<file path="config.mk">
export PLATFORM = sky130hd
export DESIGN_NAME = hid_report_fragmenter_core
export DESIGN_NICKNAME = d
export VERILOG_FILES = /design/src/rtl/hrf_pkg.sv /design/src/rtl/hrf_datapath.sv /design/src/rtl/hrf_ctrl.sv /design/src/rtl/hid_report_fragmenter_core.sv
export SDC_FILE = /design/constraint.sdc
export NUM_CORES = 1
export LEC_CHECK = 0
export BUFFER_PORTS_ARGS = -buffer_cell sky130_fd_sc_hd__buf_4
export CORE_UTILIZATION = 50
export DETAILED_ROUTE_END_ITERATION = 7
export PLACE_DENSITY = 0.76
export REMOVE_ABC_BUFFERS = 1
export SLEW_MARGIN = 20
export SYNTH_ARGS = -nofsm -noshare
export SYNTH_HDL_FRONTEND = slang
export SYNTH_SLANG_ARGS = --single-unit
export TNS_END_PERCENT = 30
</file>
<file path="constraint.sdc">
create_clock -name clk_i -period 4.99 [get_ports clk_i]
set_input_delay 0.998 -clock clk_i [delete_from_list [all_inputs] [get_ports clk_i]]
set_output_delay 0.998 -clock clk_i [all_outputs]
set_load 0.02 [all_outputs]
</file>
<file path="src/rtl/hrf_pkg.sv">
`default_nettype none

package hrf_pkg;

  localparam int unsigned HdrFirstBit = 6;
  localparam int unsigned HdrLastBit  = 7;

  typedef struct packed {
    logic [7:0] data_byte;
    logic [7:0] msg_length;
  } in_item_t;

  typedef struct packed {
    logic [7:0] report_byte;
    logic       report_end;
    logic       message_end;
  } out_item_t;

  typedef struct packed {
    logic hdr;
    logic dat_in;
    logic dat_held;
    logic pad;
  } hrf_cmd_t;

  typedef struct packed {
    logic out_free;
    logic frem_zero;
    logic needs_pad;
    logic pad_last;
  } hrf_sts_t;

endpackage

`default_nettype wire

</file>
<file path="src/rtl/hrf_datapath.sv">
`default_nettype none

module hrf_datapath #(
  parameter int unsigned MAX_MESSAGE = 255,
  parameter int unsigned REPORT_SIZE = 64
) (
  input  wire logic              clk_i,
  input  wire logic              rst_ni,
  input  wire hrf_pkg::in_item_t in_item_i,
  input  wire hrf_pkg::hrf_cmd_t cmd_i,
  input  wire logic              out_stall_i,
  output hrf_pkg::hrf_sts_t      sts_o,
  output logic                   out_valid_o,
  output hrf_pkg::out_item_t     out_item_o
);
  import hrf_pkg::*;

  localparam logic [5:0] Span   = 6'(REPORT_SIZE - 1);
  localparam logic [7:0] MaxLen = 8'(MAX_MESSAGE);

  logic [7:0] pos_q, latched_q;
  logic [5:0] frem_q, pay_q, pad_cnt_q;
  logic       final_q, out_valid_q;
  logic [7:0] data_q;
  out_item_t  out_q;

  logic [7:0] len_sat, len_lat, rest, hdr_byte, dat;
  logic [5:0] pay, pad_len;
  logic       last, first, close, needs_pad, pad_last, emit_dat, emit;

  always_comb begin
    if (in_item_i.msg_length == 8'd0) begin
      len_sat = 8'd1;
    end else if (in_item_i.msg_length > MaxLen) begin
      len_sat = MaxLen;
    end else begin
      len_sat = in_item_i.msg_length;
    end
    first    = (pos_q == 8'd0);
    len_lat  = first ? len_sat : latched_q;
    rest     = len_lat - pos_q;
    last     = (rest <= {2'b00, Span});
    pay      = last ? rest[5:0] : Span;
    hdr_byte = {2'b00, pay};
    hdr_byte[HdrFirstBit] = first;
    hdr_byte[HdrLastBit]  = last;
    dat       = cmd_i.dat_in ? in_item_i.data_byte : data_q;
    close     = (frem_q == 6'd1);
    pad_len   = Span - pay_q;
    needs_pad = close && final_q && (pad_len != 6'd0);
    pad_last  = (pad_cnt_q == 6'd1);
    emit_dat  = cmd_i.dat_in || cmd_i.dat_held;
    emit      = cmd_i.hdr || emit_dat || cmd_i.pad;
  end

  always_ff @(posedge clk_i or negedge rst_ni) begin
    if (!rst_ni) begin
      pos_q       <= 8'd0;
      latched_q   <= 8'd0;
      frem_q      <= 6'd0;
      final_q     <= 1'b0;
      pad_cnt_q   <= 6'd0;
      out_valid_q <= 1'b0;
    end else begin
      if (cmd_i.hdr) begin
        latched_q <= len_lat;
        frem_q    <= pay;
        final_q   <= last;
      end else if (emit_dat) begin
        frem_q <= frem_q - 6'd1;
        if (close && final_q) begin
          pos_q   <= 8'd0;
          final_q <= 1'b0;
        end else begin
          pos_q <= pos_q + 8'd1;
        end
        if (needs_pad) begin
          pad_cnt_q <= pad_len;
        end
      end else if (cmd_i.pad) begin
        pad_cnt_q <= pad_cnt_q - 6'd1;
      end
      if (emit) begin
        out_valid_q <= 1'b1;
      end else if (!out_stall_i) begin
        out_valid_q <= 1'b0;
      end
    end
  end

  always_ff @(posedge clk_i) begin
    if (cmd_i.hdr) begin
      data_q <= in_item_i.data_byte;
      pay_q  <= pay;
      out_q  <= '{report_byte: hdr_byte, report_end: 1'b0, message_end: 1'b0};
    end else if (emit_dat) begin
      out_q <= '{report_byte: dat,
                 report_end:  close && !needs_pad,
                 message_end: close && final_q && !needs_pad};
    end else if (cmd_i.pad) begin
      out_q <= '{report_byte: 8'd0, report_end: pad_last, message_end: pad_last};
    end
  end

  assign sts_o.out_free  = !out_valid_q || !out_stall_i;
  assign sts_o.frem_zero = (frem_q == 6'd0);
  assign sts_o.needs_pad = needs_pad;
  assign sts_o.pad_last  = pad_last;
  assign out_valid_o     = out_valid_q;
  assign out_item_o      = out_q;

endmodule

`default_nettype wire

</file>
<file path="src/rtl/hrf_ctrl.sv">
`default_nettype none

module hrf_ctrl (
  input  wire logic              clk_i,
  input  wire logic              rst_ni,
  input  wire logic              in_valid_i,
  input  wire hrf_pkg::hrf_sts_t sts_i,
  output logic                   in_stall_o,
  output hrf_pkg::hrf_cmd_t      cmd_o
);
  import hrf_pkg::*;

  typedef enum logic [1:0] {
    StIdle,
    StData,
    StPad
  } state_e;

  state_e state_q, state_d;
  logic   accept;

  always_comb begin
    accept  = (state_q == StIdle) && in_valid_i && sts_i.out_free;
    cmd_o   = '0;
    state_d = state_q;
    unique case (state_q)
      StIdle: begin
        if (accept) begin
          if (sts_i.frem_zero) begin
            cmd_o.hdr = 1'b1;
            state_d   = StData;
          end else begin
            cmd_o.dat_in = 1'b1;
            if (sts_i.needs_pad) begin
              state_d = StPad;
            end
          end
        end
      end
      StData: begin
        if (sts_i.out_free) begin
          cmd_o.dat_held = 1'b1;
          state_d = sts_i.needs_pad ? StPad : StIdle;
        end
      end
      StPad: begin
        if (sts_i.out_free) begin
          cmd_o.pad = 1'b1;
          if (sts_i.pad_last) begin
            state_d = StIdle;
          end
        end
      end
      default: state_d = StIdle;
    endcase
  end

  always_ff @(posedge clk_i or negedge rst_ni) begin
    if (!rst_ni) begin
      state_q <= StIdle;
    end else begin
      state_q <= state_d;
    end
  end

  assign in_stall_o = !((state_q == StIdle) && sts_i.out_free);

endmodule

`default_nettype wire

</file>
<file path="src/rtl/hid_report_fragmenter_core.sv">
// Channel  Direction  Handshake                Payload
// in       input      in_valid_i / in_stall_o  in_item_i  (data_byte, msg_length)
// out      output     out_valid_o / out_stall_i out_item_o (report_byte, report_end,
//                                                           message_end)
//
// A byte in the middle of a report makes one transfer; one that opens a report makes two,
// the header transfer and then the byte itself.
// A byte that closes a message's last report is followed by REPORT_SIZE - 1 - payload pad
// transfers, one per cycle unless the output stalls, as the single output register sets.
// Reset is asynchronous and active low, and leaves the block at the start of a message.
// A stalled output holds its transfer and stalls the input until it is taken.
`default_nettype none

module hid_report_fragmenter_core #(
  parameter int unsigned MAX_MESSAGE = 255,
  parameter int unsigned REPORT_SIZE = 64
) (
  input  wire logic              clk_i,
  input  wire logic              rst_ni,
  input  wire logic              in_valid_i,
  output logic                   in_stall_o,
  input  wire hrf_pkg::in_item_t in_item_i,
  output logic                   out_valid_o,
  input  wire logic              out_stall_i,
  output hrf_pkg::out_item_t     out_item_o
);
  import hrf_pkg::*;

  hrf_cmd_t cmd;
  hrf_sts_t sts;

  hrf_ctrl u_ctrl (
    .clk_i      (clk_i),
    .rst_ni     (rst_ni),
    .in_valid_i (in_valid_i),
    .sts_i      (sts),
    .in_stall_o (in_stall_o),
    .cmd_o      (cmd)
  );

  hrf_datapath #(
    .MAX_MESSAGE (MAX_MESSAGE),
    .REPORT_SIZE (REPORT_SIZE)
  ) u_datapath (
    .clk_i       (clk_i),
    .rst_ni      (rst_ni),
    .in_item_i   (in_item_i),
    .cmd_i       (cmd),
    .out_stall_i (out_stall_i),
    .sts_o       (sts),
    .out_valid_o (out_valid_o),
    .out_item_o  (out_item_o)
  );

endmodule

`default_nettype wire

</file>
After elaboration in Yosys (flattened, before gate mapping)
Index checks and enable logic that the tools add are counted.
- flip-flop bits (word level): 56
- bits of input ports: 20
- output and inout port bits: 12
- word-level logic and storage cells: 93
- $add $sub $neg: 5
- $lt $le $gt $ge: 2
- equal/unequal tests: 11
- muxes and demuxes: 34
- bitwise logic cells: 1
- reductions and logical operators: 28
- operators by type and width (kind ; count):
    $mux W8 ; 5
    $mux W6 ; 6
    $mux W10 ; 3
    $mux W2 ; 9
    $logic_not A8 Y1 ; 2
    $eq A6 B1 Y1 const B ; 2
    $ne A2 B1 Y1 const B ; 6
    $sub A6 B1 Y6 const B ; 2
    $mux W1 ; 10
    $add A8 B1 Y8 const B ; 1
    $gt A8 B8 Y1 const B ; 1
    $le A8 B6 Y1 const B ; 1
    $sub A8 B8 Y8 ; 1
    $logic_and A1 B1 Y1 ; 7
    $logic_not A6 Y1 ; 1
    $pmux W2 S3 ; 1
    $reduce_bool A2 Y1 ; 3
    $reduce_bool A6 Y1 ; 1
    $sub A6 B6 Y6 const A ; 1
    $reduce_and A5 Y1 ; 1
    $logic_not A1 Y1 ; 4
    $logic_or A1 B1 Y1 ; 4
    $reduce_and A2 Y1 ; 2
    $ne A3 B2 Y1 const B ; 1
    other kinds (6) ; 6

Logic depth before layout (Yosys ltp)
Gate-level depths: netlist of run 1.
- word-level depth: 9
- mapped depth: 15
- mapped depth without buffers: 14

Cells and area by module
From an unflattened synthesis of run 1, not the netlist that was laid out.
- cell total of the unflattened synthesis: 323
- area total of the unflattened synthesis: 3285.7 µm²
- modules (own cells, without submodules) (module ; instances ; cells an instance ; area each (µm²) ; sequential area each (µm²)):
    hrf_datapath ; 1 ; 307 ; 3138.0 ; 1451.4
    hrf_ctrl ; 1 ; 16 ; 147.6 ; 50.0

Worst setup path after synthesis of run 1
Ideal clock, no wire load.
- path type: input -> register
- start: in in_item_i[4] (netlist name)
- end: reg u_datapath.out_q, in the netlist u_datapath.out_item_o[4] (data pin)
- library setup time: 261 ps
- arrival time: 3358 ps
- required time: 4729 ps
- setup slack: 1371 ps
- stages on the path: 12
- buffers on the path: 0
- path through: nor4_1 > a21oi_1 > nor2_1 > a21oi_1 > ha_1 > fa_1 > nor2b_1 > o31a_1 > nor4_1 > a311oi_2 > nand3_1 > a221o_1
- word-level cells in the longest chain between the ends: 8
- elaborated cells between the ends (all ways): 9
- classes of those cells: 1 x add/sub; 2 x order compare; 5 x mux; 1 x reduce/logical
- ends and longest elaborated chain (what ; line ; source):
    from (decl) ; hid_report_fragmenter_core.sv:22 ; input wire hrf_pkg::in_item_t in_item_i,
    $gt A8 B8 Y1 ; hrf_datapath.sv:34 ; end else if (in_item_i.msg_length > MaxLen) begin
    $mux W8 ; hrf_datapath.sv:34 ;
    $mux W8 (*) ; hrf_datapath.sv:32 ; if (in_item_i.msg_length == 8'd0) begin
    $mux W8 (*) ; hrf_datapath.sv:40 ; len_lat = first ? len_sat : latched_q;
    $sub A8 B8 Y8 (*) ; hrf_datapath.sv:41 ; rest = len_lat - pos_q;
    $le A8 B6 Y1 ; hrf_datapath.sv:42 ; last = (rest <= {2'b00, Span});
    $mux W6 (*) ; hrf_datapath.sv:43 ; pay = last ? rest[5:0] : Span;
    $mux W10 (*) ; hrf_datapath.sv:92 ; if (cmd_i.hdr) begin
    to (signal assigned) ; hrf_datapath.sv:95 ; out_q <= '{report_byte: hdr_byte, report_end: 1'b0, message_end: 1'b0};
    to (signal assigned) ; hrf_datapath.sv:97 ; out_q <= '{report_byte: dat,
    to (signal assigned) ; hrf_datapath.sv:101 ; out_q <= '{report_byte: 8'd0, report_end: pad_last, message_end: pad_last};
    to (decl) ; hrf_datapath.sv:25 ; out_item_t out_q;
Mark *: on every way between the ends. The rest lies on a longest branch, timed or not.
A chain may end at the register's enable or synchronous reset.

Final worst setup path of run 1
- start: reg u_datapath.pos_q[1]
- end: reg u_datapath.out_q, in the netlist u_datapath.out_item_o[4] (data pin)
- word-level cells in the longest chain between the ends: 6
- ends and longest elaborated chain (what ; line ; source):
    from (decl) ; hrf_datapath.sv:21 ; logic [7:0] pos_q, latched_q;
    from (signal assigned) ; hrf_datapath.sv:75 ; pos_q <= pos_q + 8'd1;
    $logic_not A8 Y1 ; hrf_datapath.sv:39 ; first = (pos_q == 8'd0);
    $mux W8 ; hrf_datapath.sv:40 ;
    $sub A8 B8 Y8 (*) ; hrf_datapath.sv:41 ;
    $le A8 B6 Y1 ; hrf_datapath.sv:42 ;
    $mux W6 (*) ; hrf_datapath.sv:43 ;
    $mux W10 (*) ; hrf_datapath.sv:92 ;
Marks and branches as above.

==> tab_implementation.tex, run 1 <==
\begin{tabular}{lr}
\hline
Metric & Value \\
\hline
\multicolumn{2}{l}{\textbf{Placed design}} \\
Post-DP HPWL & 5030 um \\
Number of cells in the design after placement & 400 \\
Number of port buffers & 31 \\
Global placement routability congestion & 0.928 \\
\multicolumn{2}{l}{\textbf{Synthesis}} \\
Synthesized-area fraction occupied by and/or/nand/nor cells & 16.4\% \\
Synth Area in Adders & 5.79\% \\
Largest family of logic cells by synthesized area & compound AO/OA/AOI/OAI gates \\
Compound-cell area share of the yosys netlist & 20.6\% \\
Ys flop type & sky130\_fd\_sc\_hd\_\_dfrtp\_1 \\
Number of storage elements in the synthesis netlist & 56 \\
Synthesized netlist cell count & 301 \\
Post-Syn Area & 3160 sq um \\
Warnings, synthesis & 0 \\
Syn Area/Cell & 10.5 sq um \\
Proportion of synthesized area in mux cells & 4.95\% \\
FFs w/ async S/R, synth & 57.1\% \\
Post-synthesis share of cell area spent on xor and xnor gates & 1.39\% \\
Number of different library cells in the post-synthesis netlist & 61 \\
Register area share after synthesis & 47.6\% \\
Number of enable flip-flop cells after synthesis & 22 \\
\multicolumn{2}{l}{\textbf{Global route}} \\
Global-route wire length before repair & 11,300 um \\
GR Util All Layers & 22.5\% \\
Vias in the first global route & 2,318 \\
Congestion Overflow GR & 0 \\
Antenna violations before repair & 0 \\
Maximum number of pins on one net before global-route repair & 33 \\
\multicolumn{2}{l}{\textbf{Routing}} \\
Starting DRC count in detailed routing & 249 \\
Via-to-Cell Ratio & 6.22 \\
Number of vias in the routed layout & 2,538 \\
Residual antenna-violating net count after detailed routing & 0 \\
Routed WL per cell & 16.8 um \\
Post-detailed-routing wire length & 6870 um \\
Post-route DRC violation count & 0 \\
Detailed-router iteration count before antenna repair & 6 \\
\multicolumn{2}{l}{\textbf{STA}} \\
Final clock skew & 11.1 ps \\
Max Clock Freq & 0.262 GHz \\
Final hold violation count & 0 \\
Unrepaired setup endpoints after global routing & no \\
Max\_slew headroom & 45.4\% \\
Number of pins exceeding their max-slew limit in the final report & 0 \\
Fin crit period & 3820 ps \\
Final critical-path share of the clock period & 76.5\% \\
Final-layout setup total negative slack & 0 ps \\
Transition time of the tightest slew-check pin & 813 ps \\
Final hold slack & 486 ps \\
Setup-violating endpoint count in the final report & 0 \\
\multicolumn{2}{l}{\textbf{Critical path}} \\
List of cells traversed by the critical path & inv\_1 > ha\_1 > nor4b\_4 > nand2\_1 > nor2\_1 > a21oi\_1 > ha\_1 > fa\_1 > nor2b\_1 > o31a\_1 > nor4\_1 > a311oi\_2 > buf\_4 > nand3\_1 > a221o\_1 \\
Maximum fanout count along the critical path & 16 \\
Cell repeated most along the worst path & sky130\_fd\_sc\_hd\_\_ha\_1 \\
Required time worst endpoint & 5060 ps \\
Category of the critical setup timing path & register to register \\
Element type at the critical path end & register \\
Critical path's largest stage delay & 450 ps \\
Critical Path Source Type & register \\
Worst Path Arrival & 3890 ps \\
Max stage delay cell, worst path & sky130\_fd\_sc\_hd\_\_dfrtp\_1 \\
\multicolumn{2}{l}{\textbf{Layout}} \\
Fraction of final layout cells sized beyond drive strength 1 & 19.8\% \\
Multi-input gate area in the final layout & 1550 sq um \\
Antenna cell count & 0 \\
Flip-flop and latch area & 1500 sq um \\
Layout-stage area growth over the synthesis result & 12.3\% \\
Layout filler cell count & 492 \\
Final cell count without fillers & 408 \\
Final layout net count & 366 \\
\multicolumn{2}{l}{\textbf{Power}} \\
Power share of the clock group & 19.2\% \\
Leakage power of the design & 1.48 nW \\
Relative contribution of sequential cells to total power & 47.2\% \\
Power per unit of standard cell area & 371 nW/um\^{}2 \\
Net switching power figure & 0.492 mW \\
Switching Fraction & 37.4\% \\
Peak supply drop & 0.230 mV \\
Fraction of power consumed by combinational cells & 33.5\% \\
Pwr Total & 1.32 mW \\
Internal power & 0.825 mW \\
\multicolumn{2}{l}{\textbf{Floorplanning}} \\
Die height & 81.5 um \\
Core ar. & 5990 sq um \\
Count of pins on the block boundary & 32 \\
Effective utilization at floorplan & 52.7\% \\
DIE AREA & 6630 sq um \\
X dimension of the die & 81.5 um \\
Count of standard-cell rows & 28 \\
\multicolumn{2}{l}{\textbf{Clock network}} \\
Clock tree from TritonCTS & built \\
Count of hold-fix buffers inserted at cts & 0 \\
Sink count of the clock tree & 56 \\
Number of setup buffers added after CTS & 0 \\
Clock insertion delay at the later pin of the skew report & 310 ps \\
Root buffer cell & sky130\_fd\_sc\_hd\_\_clkbuf\_8 \\
Quantity of gates resized following cts & 0 \\
Clk slew on worst S/H paths & 110 ps \\
Number of buffers created by CTS & 5 \\
Maximum level of the CTS H-tree & 2 \\
Clock tree buffer depth & 2 \\
\multicolumn{2}{l}{\textbf{Flow run}} \\
Maxcap violations & 0 \\
\multicolumn{2}{l}{\textbf{Status}} \\
Result of the run & finished clean \\
\multicolumn{2}{l}{\textbf{Hold path}} \\
Hold WC Path Type & register to register \\
\hline
\end{tabular}
-- power by group through the flow --
stage / sequential, mW / combinational, mW / clock [mW]
after global routing: 0.631 / 0.486 / 0.274
after floorplan: 0.626 / 0.299 / 0
final: 0.622 / 0.442 / 0.253
after detailed placement: 0.628 / 0.438 / 0
after global placement: 0.627 / 0.426 / 0
after CTS: 0.620 / 0.439 / 0.256
-- cells by family after synthesis --
kind of cell	Yosys count
buffers and inverters	25
xor gates and xnor gates	5
DFF	56
muxes	14
adders and majority gates	14
and+or+nand+nor	96
AOI/OAI and AO/OA	91
-- registers in the layout, summed over array words and instances (netlist names) --
signal                  cells
u_datapath.pos_q            8
u_datapath.pay_q            6
u_datapath.final_q          1
u_datapath.out_valid_o      1
u_datapath.frem_q           6
u_datapath.out_item_o      10
u_datapath.data_q           8
u_datapath.pad_cnt_q        6
u_ctrl.state_q              2
u_datapath.latched_q        8
-- path summary, 6_finish.rpt --
check,cells past startpoint,endpoint,from,slack (ps)
max in group asynchronous,1,u_datapath.latched_q[2],rst_ni,4070
max reg2reg,15,u_datapath.out_item_o[4],u_datapath.pos_q[1],1170
max,15,u_datapath.out_item_o[4],u_datapath.pos_q[1],1170
min reg2reg,1,u_datapath.pad_cnt_q[0],u_datapath.pay_q[0],490
min,1,u_datapath.pad_cnt_q[0],u_datapath.pay_q[0],490
min in group asynchronous,1,u_datapath.pos_q[4],rst_ni,620
-- cells in the mapped netlist, types with 2 or more instances --
library cell	number	area share (%)
sky130_fd_sc_hd__a22o_1	4	1.1
sky130_fd_sc_hd__o22ai_1	4	0.79
sky130_fd_sc_hd__nor3_1	10	1.6
sky130_fd_sc_hd__o211ai_1	2	0.48
sky130_fd_sc_hd__a221o_1	2	0.63
sky130_fd_sc_hd__ha_1	13	5.2
sky130_fd_sc_hd__xor2_1	2	0.55
sky130_fd_sc_hd__o2111ai_1	2	0.55
sky130_fd_sc_hd__nor4_1	4	0.79
sky130_fd_sc_hd__o21a_1	3	0.71
sky130_fd_sc_hd__inv_1	14	1.7
sky130_fd_sc_hd__dfxtp_1	2	1.3
sky130_fd_sc_hd__buf_2	2	0.32
sky130_fd_sc_hd__a41oi_2	3	1.5
sky130_fd_sc_hd__a21o_1	4	0.95
sky130_fd_sc_hd__xnor2_1	3	0.83
sky130_fd_sc_hd__nand2_1	24	2.9
sky130_fd_sc_hd__o31ai_1	3	0.71
sky130_fd_sc_hd__a32oi_1	3	0.83
sky130_fd_sc_hd__mux2_2	13	4.6
sky130_fd_sc_hd__a41o_1	4	1.3
sky130_fd_sc_hd__a22oi_1	2	0.48
sky130_fd_sc_hd__clkbuf_1	6	0.71
sky130_fd_sc_hd__edfxtp_1	22	21
sky130_fd_sc_hd__and2_1	3	0.59
sky130_fd_sc_hd__nor2_1	15	1.8
sky130_fd_sc_hd__dfrtp_1	32	25
sky130_fd_sc_hd__a21oi_1	15	2.4
sky130_fd_sc_hd__nor2b_1	2	0.40
sky130_fd_sc_hd__and3_1	3	0.59
sky130_fd_sc_hd__a211oi_1	3	0.71
sky130_fd_sc_hd__a211o_1	2	0.55
sky130_fd_sc_hd__o21ai_0	24	3.8
sky130_fd_sc_hd__inv_2	2	0.24
sky130_fd_sc_hd__nand3_1	18	2.9
sky130_fd_sc_hd__nand2b_1	5	0.99
sky130_fd_sc_hd__nand4_1	2	0.40
-- metal layers --
metal / part of all wire (%) / track usage, % / routed length, um
met5: 0 / 0 / 0
met4: 1.9 / 7.14 / 131
met3: 5.2 / 3.33 / 358
met2: 46 / 33.8 / 3190
met1: 47 / 33.2 / 3200
-- final cells by class --
cell class / count / area share, %
tap: 75 / 2.65
clock buffer: 5 / 1.94
clock inverter: 3 / 0.600
inverter: 16 / 1.69
sequential: 56 / 42.4
multi-input combinational: 220 / 43.8
timing repair buffer: 33 / 6.99
-- cell usage in the layout, fill, tap and decap left out, types with 10 or more instances in the layout --
cell type,synthesis,final
sky130_fd_sc_hd__mux2_2,13,13
sky130_fd_sc_hd__nor2_1,15,15
sky130_fd_sc_hd__nor3_1,10,10
sky130_fd_sc_hd__o21ai_0,24,24
sky130_fd_sc_hd__buf_4,0,33
sky130_fd_sc_hd__dfrtp_1,32,32
sky130_fd_sc_hd__edfxtp_1,22,22
sky130_fd_sc_hd__nand2_1,24,24
sky130_fd_sc_hd__a21oi_1,15,15
sky130_fd_sc_hd__nand3_1,18,18
sky130_fd_sc_hd__inv_1,14,14
sky130_fd_sc_hd__ha_1,13,13
-- through the flow --
step / setup WS [ps] / utilization (%) / instance area, sq um
finish: 1170 / 59.2 / 3540
global route: 822 / 59.2 / 3540
CTS: 1140 / 59.2 / 3540
detailed placement: 966 / 57.7 / 3450
global placement: 1050 / 57.7 / 3450
floorplan: 978 / - / 3110
-- critical path: cells and delay by family (launching register included) --
kind / cells / cell delay [ps]
and+or+nand+nor: 6 / 1110
AOI/OAI and AO/OA: 4 / 830
DFF: 1 / 450
buffers and inverters: 2 / 390
adders and majority gates: 3 / 810
Power figures use the tool's default switching activity.
==> inputs of run 2 (changes only) <==
- ABC_AREA: unset -> 1
- PLACE_DENSITY: 0.76 -> 0.79
- clock period: 4.99 -> 3.35 ns (I/O delays scaled with it)
==> run 2 against run 1 <==
  * Hold slack lost 190 ps
  * Critical path type unchanged
  * Area after synthesis increased by 5.5%
  * Via count grew 12%
  * Clock power is 79% higher
  * Core utilization rose by 0.098 points
  * Combinational power grew to 4.1 times the previous value
  * Sequential cell count did not move
  * Critical endpoint is now u_datapath.out_item_o[5]
==> tab_implementation.tex, run 2 <==
\begin{tabular}{lr}
\hline
Metric & Value \\
\hline
\multicolumn{2}{l}{\textbf{Hold path}} \\
Hold WC Path Type & primary input to async pin \\
\multicolumn{2}{l}{\textbf{Floorplanning}} \\
Core ar. & 6390 sq um \\
Count of standard-cell rows & 29 \\
DIE AREA & 6990 sq um \\
Die height & 83.6 um \\
Effective utilization at floorplan & 52.1\% \\
X dimension of the die & 83.6 um \\
Count of pins on the block boundary & 32 \\
\multicolumn{2}{l}{\textbf{STA}} \\
Final-layout setup total negative slack & 0 ps \\
Setup-violating endpoint count in the final report & 0 \\
Final critical-path share of the clock period & 93.0\% \\
Final clock skew & 14.5 ps \\
Transition time of the tightest slew-check pin & 715 ps \\
Fin crit period & 3110 ps \\
Final hold slack & 292 ps \\
Max Clock Freq & 0.321 GHz \\
Final hold violation count & 0 \\
Number of pins exceeding their max-slew limit in the final report & 0 \\
Max\_slew headroom & 52.3\% \\
\multicolumn{2}{l}{\textbf{Synthesis}} \\
Biggest area consumer among synthesized cells & sky130\_fd\_sc\_hd\_\_dfrtp\_1 \\
Post-Syn Area & 3330 sq um \\
Largest cells by area after synthesis & sky130\_fd\_sc\_hd\_\_dfrtp\_1 (24\%), sky130\_fd\_sc\_hd\_\_edfxtp\_1 (20\%), sky130\_fd\_sc\_hd\_\_nand2\_1 (10\%) \\
Register area share after synthesis & 45.1\% \\
Syn Area/Cell & 8.52 sq um \\
Number of enable flip-flop cells after synthesis & 22 \\
FFs w/ async S/R, synth & 57.1\% \\
Number of different library cells in the post-synthesis netlist & 45 \\
Ys flop type & sky130\_fd\_sc\_hd\_\_dfrtp\_1 \\
Yosys top cell area share & 24.1\% \\
Warnings, synthesis & 0 \\
Synthesized netlist cell count & 391 \\
Commonest cells in the synthesized netlist & sky130\_fd\_sc\_hd\_\_nand2\_1 (90), sky130\_fd\_sc\_hd\_\_inv\_1 (46), sky130\_fd\_sc\_hd\_\_dfrtp\_1 (32) \\
Cell with the most instances after synthesis & sky130\_fd\_sc\_hd\_\_nand2\_1 \\
Number of storage elements in the synthesis netlist & 56 \\
\multicolumn{2}{l}{\textbf{Power}} \\
Power per unit of standard cell area & 877 nW/um\^{}2 \\
Leakage power of the design & 1.78 nW \\
Peak supply drop & 0.489 mV \\
Pwr Total & 3.32 mW \\
\multicolumn{2}{l}{\textbf{Clock network}} \\
Number of buffers created by CTS & 5 \\
Clk slew on worst S/H paths & 110 ps \\
Sink count of the clock tree & 56 \\
Maximum level of the CTS H-tree & 2 \\
Count of hold-fix buffers inserted at cts & 0 \\
Clock insertion delay at the later pin of the skew report & 310 ps \\
Clock tree from TritonCTS & built \\
Clock tree buffer depth & 2 \\
Root buffer cell & sky130\_fd\_sc\_hd\_\_clkbuf\_8 \\
\multicolumn{2}{l}{\textbf{Status}} \\
Result of the run & finished clean \\
\multicolumn{2}{l}{\textbf{Global route}} \\
Antenna violations before repair & 0 \\
Global-route wire length before repair & 13,000 um \\
Vias in the first global route & 2,768 \\
Congestion Overflow GR & 0 \\
Maximum number of pins on one net before global-route repair & 33 \\
GR Util All Layers & 23.1\% \\
\multicolumn{2}{l}{\textbf{Layout}} \\
Final cell count without fillers & 505 \\
Most common cell after layout, fill and taps aside & sky130\_fd\_sc\_hd\_\_nand2\_1 \\
Post-layout util & 59.3\% \\
Flip-flop count of the largest register, all copies and words added & 10 \\
Final layout net count & 461 \\
Antenna cell count & 0 \\
Layout filler cell count & 562 \\
Highest-count cells in the layout ignoring fill and taps & sky130\_fd\_sc\_hd\_\_nand2\_1 (88), sky130\_fd\_sc\_hd\_\_inv\_1 (45), sky130\_fd\_sc\_hd\_\_buf\_4 (38) \\
Layout-stage area growth over the synthesis result & 13.7\% \\
Fraction of final layout cells sized beyond drive strength 1 & 20.1\% \\
\multicolumn{2}{l}{\textbf{Routing}} \\
Number of vias in the routed layout & 2,838 \\
Starting DRC count in detailed routing & 177 \\
Post-route DRC violation count & 0 \\
Routed WL per cell & 15.0 um \\
Residual antenna-violating net count after detailed routing & 0 \\
Post-detailed-routing wire length & 7560 um \\
Detailed-router iteration count before antenna repair & 5 \\
Via-to-Cell Ratio & 5.62 \\
\multicolumn{2}{l}{\textbf{Critical path}} \\
Required time worst endpoint & 3420 ps \\
Worst Path Arrival & 3180 ps \\
Element type at the critical path end & register \\
Critical Path Source Type & register \\
Maximum fanout count along the critical path & 7 \\
Category of the critical setup timing path & register to register \\
\multicolumn{2}{l}{\textbf{Placed design}} \\
Global placement routability congestion & 0.885 \\
Number of cells in the design after placement & 493 \\
Post-DP HPWL & 5510 um \\
Number of port buffers & 31 \\
\multicolumn{2}{l}{\textbf{Flow run}} \\
Maxcap violations & 0 \\
\hline
\end{tabular}
==> run 2: cell families (layout without fill, tap and decap cells) <==
group / count (synthesis) / after routing / share of synthesized area (%)
flops: 56 / 56 / 45.1
xor+xnor: 11 / 11 / 3.46
simple gates: 174 / 174 / 24.3
fa+ha+maj: 14 / 14 / 5.49
buf+inv: 62 / 99 / 7.97
compound gates: 74 / 74 / 13.7
==> run 2: per-stage QoR <==
stage	setup slack (ps)	instance area (sq um)
CTS	33.0	3730
global route	-1.23	3780
finish	236	3780
global placement	35.0	3620
detailed placement	-44.2	3620
floorplan	350	3270
==> run 2: layout make-up <==
type                    count  area [sq um]  area share (%)
clock inverters             2          38.8            1.02
well taps                  77          96.3            2.55
repair buffers             38           285            7.54
multi-input cells         273          1590            41.9
clock buffers               6          72.6            1.92
inverters                  53           204            5.39
flip-flops and latches     56          1500            39.7
==> run 2: timing repair <==
item | in CTS | in global routing
setup endpoints to repair | 0 | 18
gates resized for setup | 0 | 11
buffers inserted | 0 | 4
==> run 2: final timing paths <==
kind                                           from                       end  slack [ps]  cells past startpoint
worst min register to register  u_datapath.pos_q[6]       u_datapath.pos_q[6]         500                      2
max in group asynchronous                    rst_ni   u_datapath.latched_q[1]        2730                      1
min in group clk_i              u_datapath.pos_q[6]       u_datapath.pos_q[6]         500                      2
worst max-delay path            u_datapath.pos_q[0]  u_datapath.out_item_o[5]         240                     17
worst max register to register  u_datapath.pos_q[0]  u_datapath.out_item_o[5]         240                     17
worst min-delay path                         rst_ni    u_datapath.out_valid_o         290                      1
==> run 2: layer usage <==
| layer | up-vias | global-route usage, % | share of wire (%) |
|---|---|---|---|
| met3 | 15 | 4.06 | 5.1 |
| li1 | 1369 | - | - |
| met4 | 0 | 8.17 | 2.1 |
| met1 | 1361 | 30.3 | 43 |
| met5 | - | 0 | 0 |
| met2 | 93 | 38.6 | 50 |
==> run 2: where the power goes <==
group | total, mW | internal (mW) | switching, mW
Clock | 0.454 | 0.226 | 0.228
Sequential | 1.04 | 0.922 | 0.114
Combinational | 1.83 | 0.665 | 1.16
==> run 2: worst max-delay path, stage by stage (launching register included) <==
cell and delay (ps):
sky130_fd_sc_hd__dfrtp_1 370, sky130_fd_sc_hd__inv_1 80, sky130_fd_sc_hd__ha_1 220, sky130_fd_sc_hd__nand2_1 70
sky130_fd_sc_hd__nor2_1 50, sky130_fd_sc_hd__nand2_2 120, sky130_fd_sc_hd__nor2_1 50, sky130_fd_sc_hd__o41ai_1 70
sky130_fd_sc_hd__o21ai_1 150, sky130_fd_sc_hd__ha_1 260, sky130_fd_sc_hd__fa_1 430, sky130_fd_sc_hd__o21ai_2 170
sky130_fd_sc_hd__nand2_1 90, sky130_fd_sc_hd__nand2_2 110, sky130_fd_sc_hd__xor2_4 280, sky130_fd_sc_hd__nand3_1 150
sky130_fd_sc_hd__nand2_1 110, sky130_fd_sc_hd__o31ai_1 90
